$ cat config.mk
export PLATFORM = sky130hd
export DESIGN_NAME = gbn_iou
export DESIGN_NICKNAME = d
export VERILOG_FILES = /design/src/hdl/gbn_pkg.sv /design/src/hdl/gbn_iou.sv
export SDC_FILE = /design/constraint.sdc
export NUM_CORES = 2
export LEC_CHECK = 0
export ABC_AREA = 1
export BUFFER_PORTS_ARGS = -buffer_cell sky130_fd_sc_hd__buf_4
export CORE_MARGIN = 4
export CORE_UTILIZATION = 45
export DETAILED_ROUTE_END_ITERATION = 16
export PLACE_DENSITY = 0.7
export SYNTH_ARGS = -nofsm -noshare
export SYNTH_HDL_FRONTEND = slang
export SYNTH_SLANG_ARGS = --single-unit
$ cat constraint.sdc
create_clock -name clk -period 5.7 [get_ports clk]
set_input_delay 0.285 -clock clk [delete_from_list [all_inputs] [get_ports clk]]
set_output_delay 0.285 -clock clk [all_outputs]
set_load 0.03 [all_outputs]
$ cat src/hdl/gbn_pkg.sv
// Shared constants and types of the greedy box suppression block.
package gbn_pkg;
	localparam int MAX_KEEP_DEF   = 512;
	localparam int MAX_BOXES_DEF  = 8192;
	localparam int COORD_BITS_DEF = 18;

	localparam int THR_W      = 16;
	localparam int LIMIT_W    = 10;
	localparam int NUMBER_W   = 13;
	localparam int RANK_W     = 9;
	localparam int OUT_DATA_W = 24;
	localparam int ONE_PIXEL  = 16;
	localparam int Q_FRAC     = 16;

	localparam logic [THR_W-1:0]   THR_RESET   = 16'd45875;
	localparam logic [LIMIT_W-1:0] LIMIT_RESET = 10'd300;

	localparam logic REG_THRESHOLD = 1'b0;
	localparam logic REG_LIMIT     = 1'b1;

	typedef enum logic [1:0] {ST_IDLE, ST_AREA, ST_SCAN, ST_FINISH} state_t;

	typedef struct packed {
		logic busy;
		logic res_valid;
		logic res_sup;
	} iou_stat_t;
endpackage

$ cat src/hdl/gbn_iou.sv
// Pipelined overlap unit: one kept box against the current box per cycle.
module gbn_iou #(
	parameter int COORD_BITS = gbn_pkg::COORD_BITS_DEF
) (
	input  logic                                  clk,
	input  logic                                  arst_n,
	input  logic                                  in_valid,
	input  logic [6*COORD_BITS+3:0]               krec,
	input  logic [4*COORD_BITS-1:0]               box,
	input  logic signed [2*COORD_BITS+3:0]        barea,
	input  logic [gbn_pkg::THR_W-1:0]             thr,
	output gbn_pkg::iou_stat_t                    stat
);
	import gbn_pkg::*;

	localparam int C    = COORD_BITS;
	localparam int SW   = C + 2;
	localparam int SPW  = C + 1;
	localparam int AW_  = 2*C + 4;
	localparam int IW   = 2*C + 2;
	localparam int UW   = 2*C + 5;
	localparam int UNW  = UW + 1;
	localparam int HALF = UW / 2;
	localparam int HIW  = UW - HALF;
	localparam int CW   = UW + Q_FRAC + 1;

	logic signed [C-1:0] kx1, ky1, kx2, ky2, bx1, by1, bx2, by2;
	logic signed [C-1:0] xx1, yy1, xx2, yy2;
	logic signed [SW-1:0] dx, dy;
	logic [SPW-1:0] sx, sy;

	logic v_s1, v_s2, v_s3, v_s4, v_s5;
	logic [SPW-1:0] sx_s1, sy_s1;
	logic signed [AW_-1:0] karea_s1, karea_s2;
	logic [IW-1:0] inter_s2, inter_s3, inter_s4;
	logic signed [UNW-1:0] uni_s3;
	logic [HALF+THR_W-1:0] plo_s4;
	logic [HIW+THR_W-1:0] phi_s4;
	logic pos_s4, zero_s4, pos_s5, zero_s5, nz_s5;
	logic [CW-1:0] lhs_s5, rhs_s5;

	assign kx1 = krec[0*C +: C];
	assign ky1 = krec[1*C +: C];
	assign kx2 = krec[2*C +: C];
	assign ky2 = krec[3*C +: C];
	assign bx1 = box[0*C +: C];
	assign by1 = box[1*C +: C];
	assign bx2 = box[2*C +: C];
	assign by2 = box[3*C +: C];

	always_comb begin
		xx1 = (kx1 > bx1) ? kx1 : bx1;
		yy1 = (ky1 > by1) ? ky1 : by1;
		xx2 = (kx2 < bx2) ? kx2 : bx2;
		yy2 = (ky2 < by2) ? ky2 : by2;
		dx  = SW'(xx2) - SW'(xx1) + SW'(ONE_PIXEL);
		dy  = SW'(yy2) - SW'(yy1) + SW'(ONE_PIXEL);
		sx  = dx[SW-1] ? '0 : dx[SPW-1:0];
		sy  = dy[SW-1] ? '0 : dy[SPW-1:0];
	end

	always_ff @(posedge clk or negedge arst_n) begin
		if (!arst_n) begin
			v_s1 <= 1'b0;
			v_s2 <= 1'b0;
			v_s3 <= 1'b0;
			v_s4 <= 1'b0;
			v_s5 <= 1'b0;
		end else begin
			v_s1 <= in_valid;
			v_s2 <= v_s1;
			v_s3 <= v_s2;
			v_s4 <= v_s3;
			v_s5 <= v_s4;
		end
	end

	always_ff @(posedge clk) begin
		sx_s1    <= sx;
		sy_s1    <= sy;
		karea_s1 <= krec[4*C +: AW_];

		inter_s2 <= sx_s1 * sy_s1;
		karea_s2 <= karea_s1;

		uni_s3   <= UNW'(karea_s2) + UNW'(barea) - UNW'(inter_s2);
		inter_s3 <= inter_s2;

		// The union is split in two halves to keep each multiplier narrow.
		plo_s4   <= uni_s3[HALF-1:0] * thr;
		phi_s4   <= uni_s3[UW-1:HALF] * thr;
		pos_s4   <= !uni_s3[UNW-1] && (uni_s3 != '0);
		zero_s4  <= (uni_s3 == '0);
		inter_s4 <= inter_s3;

		rhs_s5  <= (CW'(phi_s4) << HALF) + CW'(plo_s4);
		lhs_s5  <= CW'(inter_s4) << Q_FRAC;
		pos_s5  <= pos_s4;
		zero_s5 <= zero_s4;
		nz_s5   <= (inter_s4 != '0);
	end

	always_comb begin
		stat.busy      = v_s1 | v_s2 | v_s3 | v_s4 | v_s5;
		stat.res_valid = v_s5;
		stat.res_sup   = zero_s5 ? nz_s5 : (pos_s5 && (lhs_s5 > rhs_s5));
	end
endmodule

-- Word-level counts from Yosys, hierarchy flattened
Cells that the tools add are included.
- output and inout bits: 3
- logic and storage cells: 52
- input bits: 243
- register bits after elaboration: 453
- $mul: 3
- multiplexer cells: 5
- order comparisons: 5
- bitwise gates (word level): 4
- reductions and logical operators: 6
- add/sub/neg operators: 7
- operators with widths (cell ; count):
    $mux 18 ; 4
    $add 57x36->58 ; 1
    $gt 54x58->1 ; 1
    $logic_not 42->1 ; 1
    $reduce_bool 42->1 ; 1
    $sub 41x39->42 ; 1
    $add 40x40->41 ; 1
    $add 19x6->20 const B ; 2
    $mul 19x19->38 ; 1
    $reduce_bool 38->1 ; 1
    $sub 18x18->19 ; 2
    $mul 21x16->37 ; 1
    $gt 18x18->1 ; 2
    $lt 18x18->1 ; 2
    $mul 20x16->36 ; 1
    $or 1x1->1 ; 4
    $logic_and 1x1->1 ; 2
    $logic_not 1->1 ; 1
    $mux 1 ; 1

-- Longest topological paths before layout
- depth in word-level cells: 4
- gate-level depth with buffers: 31
- gate-level depth less buffers: 30

-- Worst setup path after synthesis
Ideal clock, no wire load.
- path type: register -> register
- start: register uni_s3[15]
- end: register plo_s4[29]
- buffers on the path: 2
- setup time: 113 ps
- slack: 245 ps
- arrival time: 5342 ps
- cell stages (with the launch flop): 22
- clock period less this slack: 5455 ps
- data required time: 5587 ps
- cell sequence: dfxtp_1 -> clkbuf_1 -> clkbuf_1 -> nand2_1 -> fa_1 -> inv_1 -> fa_1 -> inv_1 -> fa_1 -> inv_1 -> fa_1 -> fa_1 -> inv_1 -> fa_1 -> inv_1 -> ha_1 -> nand2_1 -> o21ai_0 -> a21oi_1 -> or2_2 -> nand4_1 -> nand2_1
- word-level cells in the longest chain between the ends: 1
- RTL lines (item ; line ; source):
    start: declaration ; gbn_iou.sv:36 ; logic signed [UNW-1:0] uni_s3;
    start signal: assignment ; gbn_iou.sv:86 ; uni_s3 <= UNW'(karea_s2) + UNW'(barea) - UNW'(inter_s2);
    $mul 20x16->36 ; gbn_iou.sv:90 ; plo_s4 <= uni_s3[HALF-1:0] * thr;
    end signal: assignment ; gbn_iou.sv:90 ;
    end: declaration ; gbn_iou.sv:37 ; logic [HALF+THR_W-1:0] plo_s4;
Every way passes these cells.
A chain may end at the register's enable or synchronous reset.

-- Final worst setup path
- start: register uni_s3[12]
- end: register plo_s4[34]
Same word-level chain as after synthesis.

==> results.sh <==
export IMPL_crit_buf_inv=6
export IMPL_cts_tree="done"
export IMPL_hold_path_class="in -> reg"
export IMPL_rows=130
export IMPL_ys_seq_area_share_pct=15.83
export IMPL_postSynth_asyncResetShare_pct=1.104
export IMPL_num_vias=48150
export IMPL_die_area_mm2=0.1335
export IMPL_die_h_um=365.3
export IMPL_timing_final_crit_period_ps=5486
export IMPL_r2r_start="uni_s3[12]"
export IMPL_worstHoldStart="krec[0]"
export IMPL_worstMarginPinSlew_ps=1011
export IMPL_syn_mean_instance_area_um2=7.458
export IMPL_syn_inst=7704
export IMPL_cts_buffer_depth=3
export IMPL_syn_to_final_growth_pct=12.15
export IMPL_grtUsageTotal_pct=25.02
export IMPL_antenna_found_initial=4
export IMPL_post_dp_hpwl_um=139500
export IMPL_crit_chain="buf_6 -> nand2_1 -> fa_1 -> inv_1 -> fa_1 -> inv_1 -> fa_1 -> inv_1 -> fa_1 -> fa_1 -> inv_1 -> fa_1 -> inv_1 -> ha_1 -> a21o_1 -> o21bai_1 -> a21oi_1 -> nand2_1 -> nand2_1 -> nand2_1 -> nand2_1 -> nand2_1"
export IMPL_cts_made_buffers=55
export IMPL_antenna_left=0
export IMPL_yosysMostFrequentCell="nand2_1"
export IMPL_slew_viol_final=0
export IMPL_arrival_ps=6030
export IMPL_synth_edf_count=0
export IMPL_nNetsFinal=9652
export IMPL_max_stage_delay_ps=540
export IMPL_first_iter_violations=3142
export IMPL_maxSlewHeadroom_pct=31.95
export IMPL_yosys_warnings=0
export IMPL_design_area_mm2=0.06444
export IMPL_cts_sinks=453
export IMPL_cp_end_kind="register"
export IMPL_clk_latency_ps=650
export IMPL_ios=246
export IMPL_synth_area_leader_cell="fa_1"
export IMPL_crit_fanout=12
export IMPL_synth_top_area_share_pct=29.37
export IMPL_crit_family="adder cells"
export IMPL_fillers=12160
export IMPL_hold_violations=0
export IMPL_regArea_mm2=0.009218
export IMPL_io_buffer_count=245
export IMPL_multi_input_comb_area_mm2=0.03972
export IMPL_rsz0062_at_grt="yes"
export IMPL_core_region_area_mm2=0.1262
export IMPL_worstPathRequired_ps=6240
export IMPL_crit_type="reg -> reg"
export IMPL_syn_num_nets=9370
export IMPL_drc=0
export IMPL_synth_area_top_cells="fa_1, dfxtp_1, nand2_1"
export IMPL_synth_area_mm2=0.05746
export IMPL_max_freq_ghz=0.1823
export IMPL_placed_area_mm2=0.06183
export IMPL_final_instance_count_excl_fill=9680
export IMPL_root_buffer="clkbuf_16"
export IMPL_place_inst=9533
export IMPL_clk_pin_slew_ps=60
export IMPL_drtPass1Iterations=7
export IMPL_routed_wirelength_um=163100
export IMPL_wire_per_inst_um=16.85
export IMPL_status="complete, no violations"
export IMPL_gp_congestion=0.9673
export IMPL_hold_ws_ps=76.48
export IMPL_worstSetupStartpointType="register"
export IMPL_setup_violations=0
export IMPL_dp_slack_ps=-276.1
export IMPL_fin_skew_ps=26.67
export IMPL_layout_drive_gt1_share_pct=8.021
export IMPL_die_w_um=365.3
export IMPL_grt_max_degree=42
export IMPL_yosys_top_cells_count="nand2_1, inv_1, fa_1"
export IMPL_initial_core_util_pct=45.52
export IMPL_cp_startpoint="uni_s3[12]"
export IMPL_crit_slowest_cell="fa_1"
export IMPL_routed_via_density=4.974
export IMPL_htree_levels=2
export IMPL_ys_flop_type="dfxtp_1"
export IMPL_maxCapViolCount=0
export IMPL_finalCritPeriodShare_pct=96.25
export IMPL_synth_cell_types=43
export IMPL_grt_overflow_total=0
export IMPL_setup_ws_ps=213.9
export IMPL_ys_ff_latch=453
export IMPL_grt_pass1_wl_um=265300
export IMPL_grt_pass1_vias=50670
## sequential cells by signal, indices dropped and copies added, names as in the netlist, 36 cells and up
register	flops
inter_s2	38
uni_s3	42
inter_s3	38
plo_s4	36
inter_s4	38
karea_s1	40
karea_s2	40
lhs_s5	38
rhs_s5	58
phi_s4	37
## final cells by class
type                       count  share of cell area (%)
sequential                   453                   14.30
tap                         1650                   3.204
timing repair buffer         483                   5.973
clock buffer                  72                   2.390
multi-input combinational   4940                   61.64
antenna                        1                0.003883
clock inverter                28                  0.5243
inverter                    2053                   11.96
## worst min-delay path, delay by kind of cell
kind / cells / cell delay (ps)
adders and majority gates: 1 / 130
buffers and inverters: 1 / 80
and+or+nand+nor: 3 / 170
## cells in the final DEF (no fill, tap or decap), drive strengths merged, types with 29 or more instances in the layout
master,Yosys,final
buf,35,438
o21bai,29,29
nand2,2108,2108
dlygate4sd3,0,45
clkbuf,223,72
nand4,54,54
fa,843,843
nand3,308,308
o21ai,122,122
xor2,101,101
inv,2053,2058
nor2,373,373
nor3,44,44
a21oi,256,256
dfxtp,448,448
ha,580,580
## layer usage
layer | global-route usage, % | part of all wire (%) | vias to the layer above
met5 | 0 | 0 | -
met4 | 8.767 | 4.0 | 0
met3 | 3.822 | 6.6 | 337
met2 | 43.11 | 47 | 1563
met1 | 32.02 | 42 | 23140
li1 | - | - | 23110
## metrics by stage
| stage | utilization [%] | setup TNS (ps) |
|---|---|---|
| after CTS | 50.85 | 0 |
| after global placement | 48.99 | -552.0 |
| final | 51.05 | 0 |
| after detailed placement | 48.99 | -1009 |
| after floorplan | - | 0 |
| after global routing | 51.05 | -60.26 |
## path summary, 6_finish.rpt
check	endpoint	slack [ps]	cells past startpoint
setup / recovery	plo_s4[34]	210	22
hold / removal	sx_s1[0]	80	5
setup reg to reg	plo_s4[34]	210	22
hold reg to reg	karea_s2[22]	310	0
max in group asynchronous	v_s3	4940	3
min in group asynchronous	v_s1	570	3
## kinds of logic (layout without fill, tap and decap cells)
family | Yosys count | count (layout) | share of synthesized area [%]
xor gates and xnor gates | 125 | 125 | 1.905
buffers and inverters | 2311 | 2636 | 15.25
DFF | 453 | 453 | 15.83
other | 0 | 1 | 0
adders and majority gates | 1423 | 1423 | 42.00
AOI/OAI and AO/OA | 466 | 466 | 4.460
and+or+nand+nor | 2926 | 2926 | 20.55
## repair_timing
action                                 4_1_cts  5_1_grt
endpoints found under the hold margin       48        0
hold buffers                                45        0
setup buffers                                0        1
setup endpoints to repair                   19       60
pin swaps                                    0        3
gates resized for setup                     21      107
Power is left out: the tool's default activity adds up to more than one toggle a clock period on the data nets, which glitch-free logic cannot reach.
