`src/hdl/gbn_ram.sv`:
```
// Generic simple dual-port RAM with registered read.
module gbn_ram #(
	parameter int WIDTH = 8,
	parameter int DEPTH = 16
) (
	input  logic                                  clk,
	input  logic                                  we,
	input  logic [(DEPTH>1?$clog2(DEPTH):1)-1:0]  waddr,
	input  logic [WIDTH-1:0]                      wdata,
	input  logic                                  re,
	input  logic [(DEPTH>1?$clog2(DEPTH):1)-1:0]  raddr,
	output logic [WIDTH-1:0]                      rdata
);
	logic [WIDTH-1:0] mem_q [DEPTH];
	logic [WIDTH-1:0] rdata_q;

	always_ff @(posedge clk) begin
		if (we) begin
			mem_q[waddr] <= wdata;
		end
		if (re) begin
			rdata_q <= mem_q[raddr];
		end
	end

	assign rdata = rdata_q;
endmodule

```
`config.mk`:
```
export PLATFORM = sky130hd
export DESIGN_NAME = gbn_ram
export DESIGN_NICKNAME = d
export VERILOG_FILES = /design/src/hdl/gbn_ram.sv
export SDC_FILE = /design/constraint.sdc
export NUM_CORES = 1
export LEC_CHECK = 0
export BUFFER_PORTS_ARGS = -buffer_cell sky130_fd_sc_hd__buf_2
export CAP_MARGIN = 30
export CELL_PAD_IN_SITES_DETAIL_PLACEMENT = 0
export CELL_PAD_IN_SITES_GLOBAL_PLACEMENT = 1
export CORE_MARGIN = 1.5
export CORE_UTILIZATION = 30
export DETAILED_ROUTE_END_ITERATION = 6
export PLACE_DENSITY = 0.52
export SETUP_SLACK_MARGIN = 0.4
export SLEW_MARGIN = 15
export SYNTH_ARGS = -nofsm -noshare
export SYNTH_HDL_FRONTEND = slang
export SYNTH_SLANG_ARGS = --single-unit
```
`constraint.sdc`:
```
create_clock -name clk -period 1.9 [get_ports clk]
set_clock_uncertainty 0.1 [all_clocks]
set_input_delay 0.285 -clock clk [delete_from_list [all_inputs] [get_ports clk]]
set_output_delay 0.285 -clock clk [all_outputs]
set_load 0.01 [all_outputs]
```
# == Word level (Yosys, flattened, before mapping) ==
# Memories as Yosys holds them, arrays and structs flattened. A register that Yosys moved wholly into a read port is not among the register bits.
# Index checks and enable logic that the tools add are counted.
# totals
regBits,0
ram_bits,128
input_bits,19
out_inout_bits,8
elab_cells,3
n_memories,1
# mem_list
memory,depth,word_bits,rd,rd_clocked_by_memory_dff,write_ports,line_no,text
mem_q,16,8,1,1,1,14,logic [WIDTH-1:0] mem_q [DEPTH];
# op_classes
muxes,2
# op_table
cell,count
1-bit two-way mux,2

# == Depth between registers and ports, before layout ==
# Gate-level depths: netlist of the first run.
# logic_depth
depth_word,2
mapped_depth,5

# == Worst setup path before layout of the first run ==
# OpenSTA, ideal clock, no wires.
# synth_path
path_type,input to register
startpoint,in waddr[2] (netlist bit)
endpoint,"mem mem_q[0][0], enable pin"
setup_ps,383
arrival_ps,1395
slack_ps,22
stages,2
path_buffers,0
path_cell_list,or3b_2 -> nor3_1
# synth_lines
item,line_no,text
from (decl),8,"input logic [(DEPTH>1?$clog2(DEPTH):1)-1:0] waddr,"
to (decl),14,
# Straight into the memory's write port.

==> results of run 1 <==
-- registers in the layout, indices dropped and copies added (netlist names) --
signal,count
mem_q,128
rdata,8
-- cell usage after synthesis (all sizes together) --
cell / number / share of area (%)
nand2: 9 / 0.65
clkdlybuf4s25: 3 / 0.57
edfxtp: 136 / 78
nor2: 13 / 0.93
mux4: 32 / 15
nand3: 1 / 0.096
nor3: 4 / 0.38
and2: 1 / 0.12
buf: 7 / 1.1
nand2b: 2 / 0.24
a22oi: 16 / 2.3
nor2b: 1 / 0.12
nand3b: 2 / 0.29
and2b: 1 / 0.14
or3b: 1 / 0.17
-- power by group through the flow --
stage	combinational, uW	sequential (uW)	clock, uW
finish	361	3400	3350
global route	396	3400	3550
CTS	370	3400	3410
detailed placement	362	3460	0
global placement	360	3460	0
floorplan	189	3460	0
-- layer usage --
layer  vias up  share of wire [%]  global-route usage [%]  wire length (um)
met1      1287                 46                    18.1              5000
met2        61                 48                    20.2              5180
met5         -                  0                       0                 0
met3        11                4.9                    4.32               531
li1       1086                  -                       -                 -
met4         0                1.3                    4.48               136
-- per-stage QoR --
stage / util (%) / setup WS, ns / cell area, um^2 / hold WS [ns]
after detailed placement: 33.6 / -0.0814 / 5770 / 0.566
after global placement: 33.6 / -0.102 / 5770 / 0.567
final: 37.3 / 0.349 / 6410 / 0.139
after floorplan: - / 0.315 / 5240 / 0.284
after CTS: 37.3 / 0.340 / 6400 / 0.130
after global routing: 37.3 / 0.299 / 6410 / 0.129
-- worst reg2reg max path: stages (launching register included) --
cell      delay, ns
edfxtp_1       0.38
mux4_2         0.49
a22oi_1        0.24
nand2_1        0.09
-- cell families (layout without fill, tap and decap cells) --
group	after synthesis	count (layout)	share of synthesized area (%)
flip-flops	136	136	78.1
AND/OR/NAND/NOR	35	35	3.14
multiplexers	32	32	14.8
AO/OA/AOI/OAI	16	16	2.30
buffers and inverters	10	81	1.65
-- final cells by class --
type                    instances  area [um^2]  area share [%]
flip-flops and latches        136         4080            63.7
multi-input cells              83         1070            16.7
clock buffers                  18          429            6.69
repair buffers                 49          365            5.70
well taps                     225          282            4.39
clock inverters                14          181            2.83
-- worst paths after layout --
kind	from	end	slack, ns	cells after the start
setup reg to reg	mem_q[6][7]	rdata[7]	0.35	3
hold reg to reg	mem_q[10][6]	rdata[6]	0.66	3
hold / removal	re	rdata[1]	0.14	1
setup / recovery	mem_q[6][7]	rdata[7]	0.35	3
-- what timing repair did --
item,CTS,global route
setup endpoints to repair,8,8
pin swaps,4,4
cloned,0,0
gates resized for setup,5,2
==> results by group, run 1 <==
Route
  • DR pass1 iterations: 6
  • Routed vias: 2445
  • DRC Markers: 0
  • WL per Instance: 20.7 um
  • Final WL: 10800 um
  • ANT nets after route: 0
  • Drt first-iter violations: 228
  • Vias per cell: 4.66

Pwr
  • Total power: 7110 uW
  • Maximum vdd drop: 583 uV
  • PwrDens: 1110 nW/um^2
  • Net Sw Frac: 19.6%
  • Clock Power Share: 47.1%
  • Psw: 1400 uW
  • Combinational share of power: 5.1%
  • Internal power: 5710 uW
  • Leak pwr: 0.00209 uW
  • Flop pwr share: 47.8%

Synth
  • Cells after Synth: 229
  • Net Count, Synth: 248
  • Synthesized area: 5230 um^2
  • FF+latch count, synth: 136
  • Seq/Total Area, Yosys: 78.1%
  • Post-Syn Area per Cell: 22.8 um^2
  • Cell variety after synth: 18
  • Synth Warn #: 0

Timing
  • Period utilization: 81.7%
  • Setup violations, final: 0
  • Slew HR: 43.3%
  • Slew Limit Fails: 0
  • Period minus WS final: 1.55 ns
  • Final-report hold violation count: 0
  • Max Fclk: 645 MHz
  • RSZ-0062 raised after global routing: yes
  • TNS Setup: 0 ns
  • Worst Tran Pin Value: 0.848 ns

Floorplan
  • Die Ht: 135 um
  • Initial Util: 30.4%
  • Core ar.: 17200 um^2
  • Die width: 135 um
  • Die footprint: 18200 um^2
  • # IOs: 27
  • Core Rows: 48

Clocking
  • CTS tree: built
  • Post-CTS Repair Setup Buffers: 0
  • Clock latency reported for the late side of the worst-skew pair: 0.41 ns
  • Clock buffer depth: 2
  • CTS root buf: clkbuf_16
  • CTS buffer count: 17
  • Clk pin slew, worst setup/hold paths: 0.06 ns
  • CTS Hold Bufs: 0
  • Clk sinks: 136
  • H-tree depth: 4

GRT
  • First-pass GRT wire length: 16500 um
  • Congestion Overflow GR: 0
  • Initial antenna violation count: 0
  • Largest net degree at the start of global routing: 19
  • All-Layer GR Usage: 13.3%
  • Vias in the first global route: 2570

Setup path
  • CP arrival: 1.61 ns
  • CP required: 1.95 ns
  • Max incr delay on CP: 0.49 ns
  • CP Class: flip-flop to flip-flop
  • Family with the most delay on the worst path: multiplexers
  • Crit start category: flip-flop
  • Crit-path cells: mux4_2, a22oi_1, nand2_1
  • Nature of the critical path endpoint: flip-flop
  • CP Buf/Inv Count: 0
  • Worst path slowest cell: mux4_2
  • Max FO, Critical Path: 1

Layout
  • Ant. Diodes: 0
  • Area growth syn-to-layout: 22.7%
  • Final net count: 306
  • Fillers: 1617
  • Final std cells w/o fill: 525
  • Commonest non-fill, non-tap cells in the layout: edfxtp_1 (136), mux4_2 (31), buf_2 (26), buf_4 (18), clkbuf_16 (17)
  • Ratio of cells with drive above 1 in the final layout: 40.7%
  • Most common cell after layout, fill and taps aside: edfxtp_1

Placement
  • Port bufs: 26
  • DP Cell Count: 493
  • GP Congestion: 0.704

Flow run
  • Max-Cap Viols: 0

Hold path
  • Hold Crit Class: primary input to flip-flop

Outcome
  • Status: finished, final reports clean
Note: power is estimated with default switching activity, not from simulation.
==> run 2: changes to the inputs <==
- PLACE_DENSITY: 0.52 -> 0.5
- clock period: 1.9 -> 1.59 ns (I/O delays scaled with it)
==> results by group, run 2 (synthesis results as in run 1) <==
Clocking
  • Clock latency reported for the late side of the worst-skew pair: 0.42 ns (about the same)
  • Post-CTS Repair Setup Buffers: 0 (unchanged)
  • CTS Hold Bufs: 0 (unchanged)
  • Clk sinks: 136 (unchanged)
  • Clk pin slew, worst setup/hold paths: 0.06 ns (about the same)
  • CTS root buf: clkbuf_16
  • H-tree depth: 4 (unchanged)
  • Clock buffer depth: 2 (unchanged)
  • CTS buffer count: 17 (unchanged)
  • CTS tree: built

Timing
  • Max Fclk: 637 MHz (-1.1%)
  • Period minus WS final: 1.57 ns (+0.0180 ns)
  • Final-report hold violation count: 0 (unchanged)
  • Worst Tran Pin Value: 0.863 ns (+0.0150 ns)
  • Final WS setup: 0.0206 ns (-0.328 ns)
  • TNS Setup: 0 ns (unchanged)
  • Slew Limit Fails: 0 (unchanged)
  • Setup violations, final: 0 (unchanged)
  • Hold slack: 0.0980 ns (-0.0413 ns)
  • Slew HR: 42.3% (-1.1 points)
  • RSZ-0062 raised after global routing: yes
  • Period utilization: 98.7% (+17 points)

Layout
  • Final net count: 316 (+3.3%)
  • Fillers: 1571 (-2.8%)
  • Max FFs per register: 128 (unchanged)
  • Register area: 4080 um^2 (unchanged)
  • Reg with most FFs: mem_q
  • Area taken by multi-input logic gates: 1160 um^2 (+8.4%)
  • Final instance area: 6750 um^2 (+5.3%)
  • Commonest non-fill, non-tap cells in the layout: edfxtp_1 (136), mux4_2 (32), buf_2 (22), buf_12 (19), clkbuf_16 (17)
  • Area growth syn-to-layout: 29.2%
  • Most common cell after layout, fill and taps aside: edfxtp_1
  • Finished Core Util: 39.3% (+2.0 points)
  • Ant. Diodes: 0 (unchanged)
  • Ratio of cells with drive above 1 in the final layout: 45.5% (+4.8 points)

Floorplan
  • Die width: 135 um (unchanged)
  • Initial Util: 30.4% (unchanged)
  • Die Ht: 135 um (unchanged)
  • Die footprint: 18200 um^2 (unchanged)
  • Core Rows: 48 (unchanged)
  • Core ar.: 17200 um^2 (unchanged)
  • # IOs: 27 (unchanged)

Setup path
  • CP startpoint: mem_q[7][0]
  • Crit start category: flip-flop
  • Max incr delay on CP: 0.52 ns (+0.03 ns)
  • CP Buf/Inv Count: 1 (+1)
  • Family with the most delay on the worst path: multiplexers
  • CP arrival: 1.64 ns (+0.03 ns)
  • Worst path slowest cell: mux4_2
  • CP Class: flip-flop to flip-flop
  • Worst r2r src: mem_q[7][0]
  • Crit-path cells: mux4_2, a22oi_2, buf_4, nand2_1
  • Max FO, Critical Path: 1 (unchanged)
  • CP required: 1.66 ns (-0.29 ns)
  • Nature of the critical path endpoint: flip-flop

Placement
  • Worst slack, placed: -0.321 ns (-0.240 ns)
  • Port bufs: 26 (unchanged)
  • Post-DP HPWL: 7440 um
  • GP Congestion: 0.686 (-2.6%)
  • Post-DP Area: 6130 um^2 (+6.3%)

GRT
  • Initial antenna violation count: 0 (unchanged)
  • All-Layer GR Usage: 13.5% (+0.19 points)
  • First-pass GRT wire length: 16900 um (+2.3%)
  • Vias in the first global route: 2702 (+5.1%)
  • Congestion Overflow GR: 0 (unchanged)
  • Largest net degree at the start of global routing: 17 (-2)

Pwr
  • Leak pwr: 0.00219 uW (+4.5%)
  • PwrDens: 1240 nW/um^2 (+12%)
  • Maximum vdd drop: 795 uV (+36%)

Hold path
  • Hold path start: re
  • Hold Crit Class: primary input to flip-flop

Route
  • Routed vias: 2470 (+1.0%)
  • Vias per cell: 4.62 (-0.87%)
  • DRC Markers: 0 (unchanged)
  • Drt first-iter violations: 167 (-27%)
  • Final WL: 11100 um (+2.0%)
  • ANT nets after route: 0 (unchanged)
  • WL per Instance: 20.7 um (+0.14%)
  • DR pass1 iterations: 4 (-2)

Outcome
  • Status: finished, final reports clean

Flow run
  • Max-Cap Viols: 0 (unchanged)
run 2: cell count changes in the layout (fill, tap and decap cells not counted), moves of 4 or more:
cell / before / now
buf_12: 5 / 19
buf_2: 26 / 22
buf_4: 18 / 14
buf_6: 0 / 4
nor2_1: 10 / 1
nor2_4: 0 / 12
run 2: power by group:
part / internal, uW / leakage (uW) / switching (uW)
registers: 4040 / 0.00124 / 22.1
logic: 233 / 0.000675 / 261
clock network: 2430 / 0.000277 / 1410
run 2: path summary, 6_finish.rpt:
kind	end	slack, ns	cells after the start
setup reg to reg	rdata[0]	0.02	4
setup / recovery	rdata[0]	0.02	4
hold / removal	rdata[2]	0.1	1
hold reg to reg	rdata[2]	0.64	3
run 2: layout make-up:
class	instances	share of cell area [%]
clock buffer	17	6.30
clock inverter	15	2.37
multi-input combinational	83	17.2
sequential	136	60.5
tap	225	4.17
timing repair buffer	59	9.48
run 2: metrics by stage:
step,instances,power [uW]
after floorplan,229,4380
after global placement,503,4620
after detailed placement,503,4630
after CTS,535,8490
after global routing,535,8680
final,535,8400
run 2: timing repair:
item | CTS | global route
pin swaps | 1 | 0
hold endpoints to repair | 0 | 0
setup endpoints to repair | 16 | 16
gates resized for setup | 4 | 4
run 2: routing by layer:
layer	track usage, %	vias up	share of wire, %
met3	4.13	10	3.4
met2	21.3	58	49
li1	-	1110	-
met1	17.9	1292	46
met5	0	-	0
met4	4.48	0	1.4
==> run 3: changes to the inputs <==
- CORE_UTILIZATION: 30 -> 53
- PLACE_DENSITY: 0.5 -> 0.79
==> results by group, run 3 (synthesis results as in run 1) <==
Outcome
  • Status: finished, final reports clean

Timing
  • Slew HR: 43.2% (+0.92 points)
  • Slew Limit Fails: 0 (unchanged)
  • TNS Setup: 0 ns (unchanged)
  • RSZ-0062 raised after global routing: yes
  • Period utilization: 97.3% (-1.4 points)
  • Setup violations, final: 0 (unchanged)
  • Max Fclk: 646 MHz (+1.4%)
  • Worst Tran Pin Value: 0.851 ns (-0.0124 ns)
  • Period minus WS final: 1.55 ns (-0.0224 ns)
  • Final-report hold violation count: 0 (unchanged)

Floorplan
  • Core ar.: 9680 um^2 (-44%)
  • Die width: 102 um (-24%)
  • Initial Util: 54.0% (+24 points)
  • Core Rows: 36 (-25%)
  • Die Ht: 102 um (-24%)
  • Die footprint: 10500 um^2 (-43%)
  • # IOs: 27 (unchanged)

Setup path
  • CP startpoint: mem_q[3][0]
  • Max incr delay on CP: 0.49 ns (-0.03 ns)
  • Worst path slowest cell: mux4_2
  • Max FO, Critical Path: 1 (unchanged)
  • Family with the most delay on the worst path: multiplexers
  • CP arrival: 1.70 ns (+0.06 ns)
  • Crit-path cells: mux4_2, a22oi_2, nand2_1
  • CP required: 1.74 ns (+0.08 ns)
  • Nature of the critical path endpoint: flip-flop
  • Crit start category: flip-flop
  • CP Class: flip-flop to flip-flop
  • Worst r2r src: mem_q[3][0]
  • CP Buf/Inv Count: 0 (-1)

Route
  • WL per Instance: 22.2 um (+7.3%)
  • Drt first-iter violations: 213 (+28%)
  • DR pass1 iterations: 4 (unchanged)
  • ANT nets after route: 0 (unchanged)
  • Routed vias: 2454 (-0.65%)
  • Vias per cell: 5.65 (+22%)
  • Final WL: 9630 um (-13%)
  • DRC Markers: 0 (unchanged)

Layout
  • Max FFs per register: 128 (unchanged)
  • Ant. Diodes: 0 (unchanged)
  • Area growth syn-to-layout: 22.1%
  • Ratio of cells with drive above 1 in the final layout: 40.5% (-5.0 points)
  • Final std cells w/o fill: 434 (-19%)
  • Final instance area: 6380 um^2 (-5.5%)
  • Commonest non-fill, non-tap cells in the layout: edfxtp_1 (136), mux4_2 (32), buf_2 (24), clkbuf_16 (16), nor2_4 (12)
  • Reg with most FFs: mem_q
  • Final net count: 310 (-1.9%)
  • Most common cell after layout, fill and taps aside: edfxtp_1

Clocking
  • H-tree depth: 4 (unchanged)
  • CTS root buf: clkbuf_8
  • Clk pin slew, worst setup/hold paths: 0.06 ns (about the same)
  • Clk sinks: 136 (unchanged)
  • Clock buffer depth: 2 (unchanged)
  • CTS buffer count: 17 (unchanged)
  • CTS tree: built
  • Clock latency reported for the late side of the worst-skew pair: 0.52 ns (+0.10 ns)

Placement
  • Post-DP Area: 5830 um^2 (-5.0%)
  • DP Cell Count: 399 (-21%)
  • GP Congestion: 0.727 (+5.9%)
  • Post-DP HPWL: 6220 um (-16%)
  • Port bufs: 26 (unchanged)

Hold path
  • Hold Crit Class: primary input to flip-flop
  • Hold path start: wdata[5]

Flow run
  • Max-Cap Viols: 0 (unchanged)

GRT
  • First-pass GRT wire length: 14600 um (-14%)
  • Vias in the first global route: 2504 (-7.3%)
  • All-Layer GR Usage: 20.8% (+7.3 points)
  • Congestion Overflow GR: 0 (unchanged)
  • Initial antenna violation count: 0 (unchanged)
  • Largest net degree at the start of global routing: 17 (unchanged)

Pwr
  • Total power: 7620 uW (-9.3%)
  • Maximum vdd drop: 627 uV (-21%)
  • Leak pwr: 0.00207 uW (-5.2%)
  • PwrDens: 1190 nW/um^2 (-4.0%)
==> run 3: cell types whose count changed in the layout (fill, tap and decap cells not counted), moves of 3 or more <==
cell and change:
dlygate4sd3_1 +6, clkinvlp_4 -4, clkbuf_1 +3, bufinv_16 -3
buf_4 -4, clkinv_1 +3, buf_12 -8
==> run 3: timing repair <==
action	4_1_cts	5_1_grt
setup endpoints to repair	16	16
hold buffers	6	0
gates resized for setup	5	3
pin swaps	2	0
endpoints found under the hold margin	83	0
buffers inserted	0	0
==> run 3: path summary, 6_finish.rpt <==
path	end	slack, ns	cells after the start
setup / recovery	rdata[0]	0.04	3
hold / removal	mem_q[7][5]	0.02	1
setup reg to reg	rdata[0]	0.04	3
hold reg to reg	rdata[2]	0.66	3
==> run 3: area by class of cell <==
cell class | count | area (um^2)
multi-input cells | 83 | 1170
clock buffers | 20 | 425
clock inverters | 9 | 37.5
repair buffers | 53 | 498
fillers | 631 | 3300
well taps | 133 | 166
flip-flops and latches | 136 | 4080
==> run 3: layer usage <==
layer	vias up	track usage [%]	part of all wire, %
met1	1266	28.2	41
met3	13	6.36	6.0
met4	0	6.64	1.9
li1	1096	-	-
met5	-	0	0
met2	79	32.8	51
==> run 3: where the power goes <==
| part | switching [uW] | leakage (uW) | internal (uW) |
|---|---|---|---|
| Clock | 1260 | 0.000229 | 1840 |
| Combinational | 248 | 0.000609 | 210 |
| Sequential | 21.6 | 0.00124 | 4040 |
==> run 3: per-stage QoR <==
stage	setup slack, ns	utilization, %	hold slack, ns
after floorplan	0.0511	-	0.237
after global placement	-0.363	60.2	0.524
after detailed placement	-0.349	60.2	0.527
after CTS	0.0167	65.7	0.00320
after global routing	-0.00745	65.9	0.0118
final	0.0430	65.9	0.0187
==> run 3: worst register-to-register path: cells and delay by family (launching register included) <==
kind / cells / cell delay (ns)
compound gates: 1 / 0.20
flops: 1 / 0.38
mux: 1 / 0.49
simple gates: 1 / 0.11
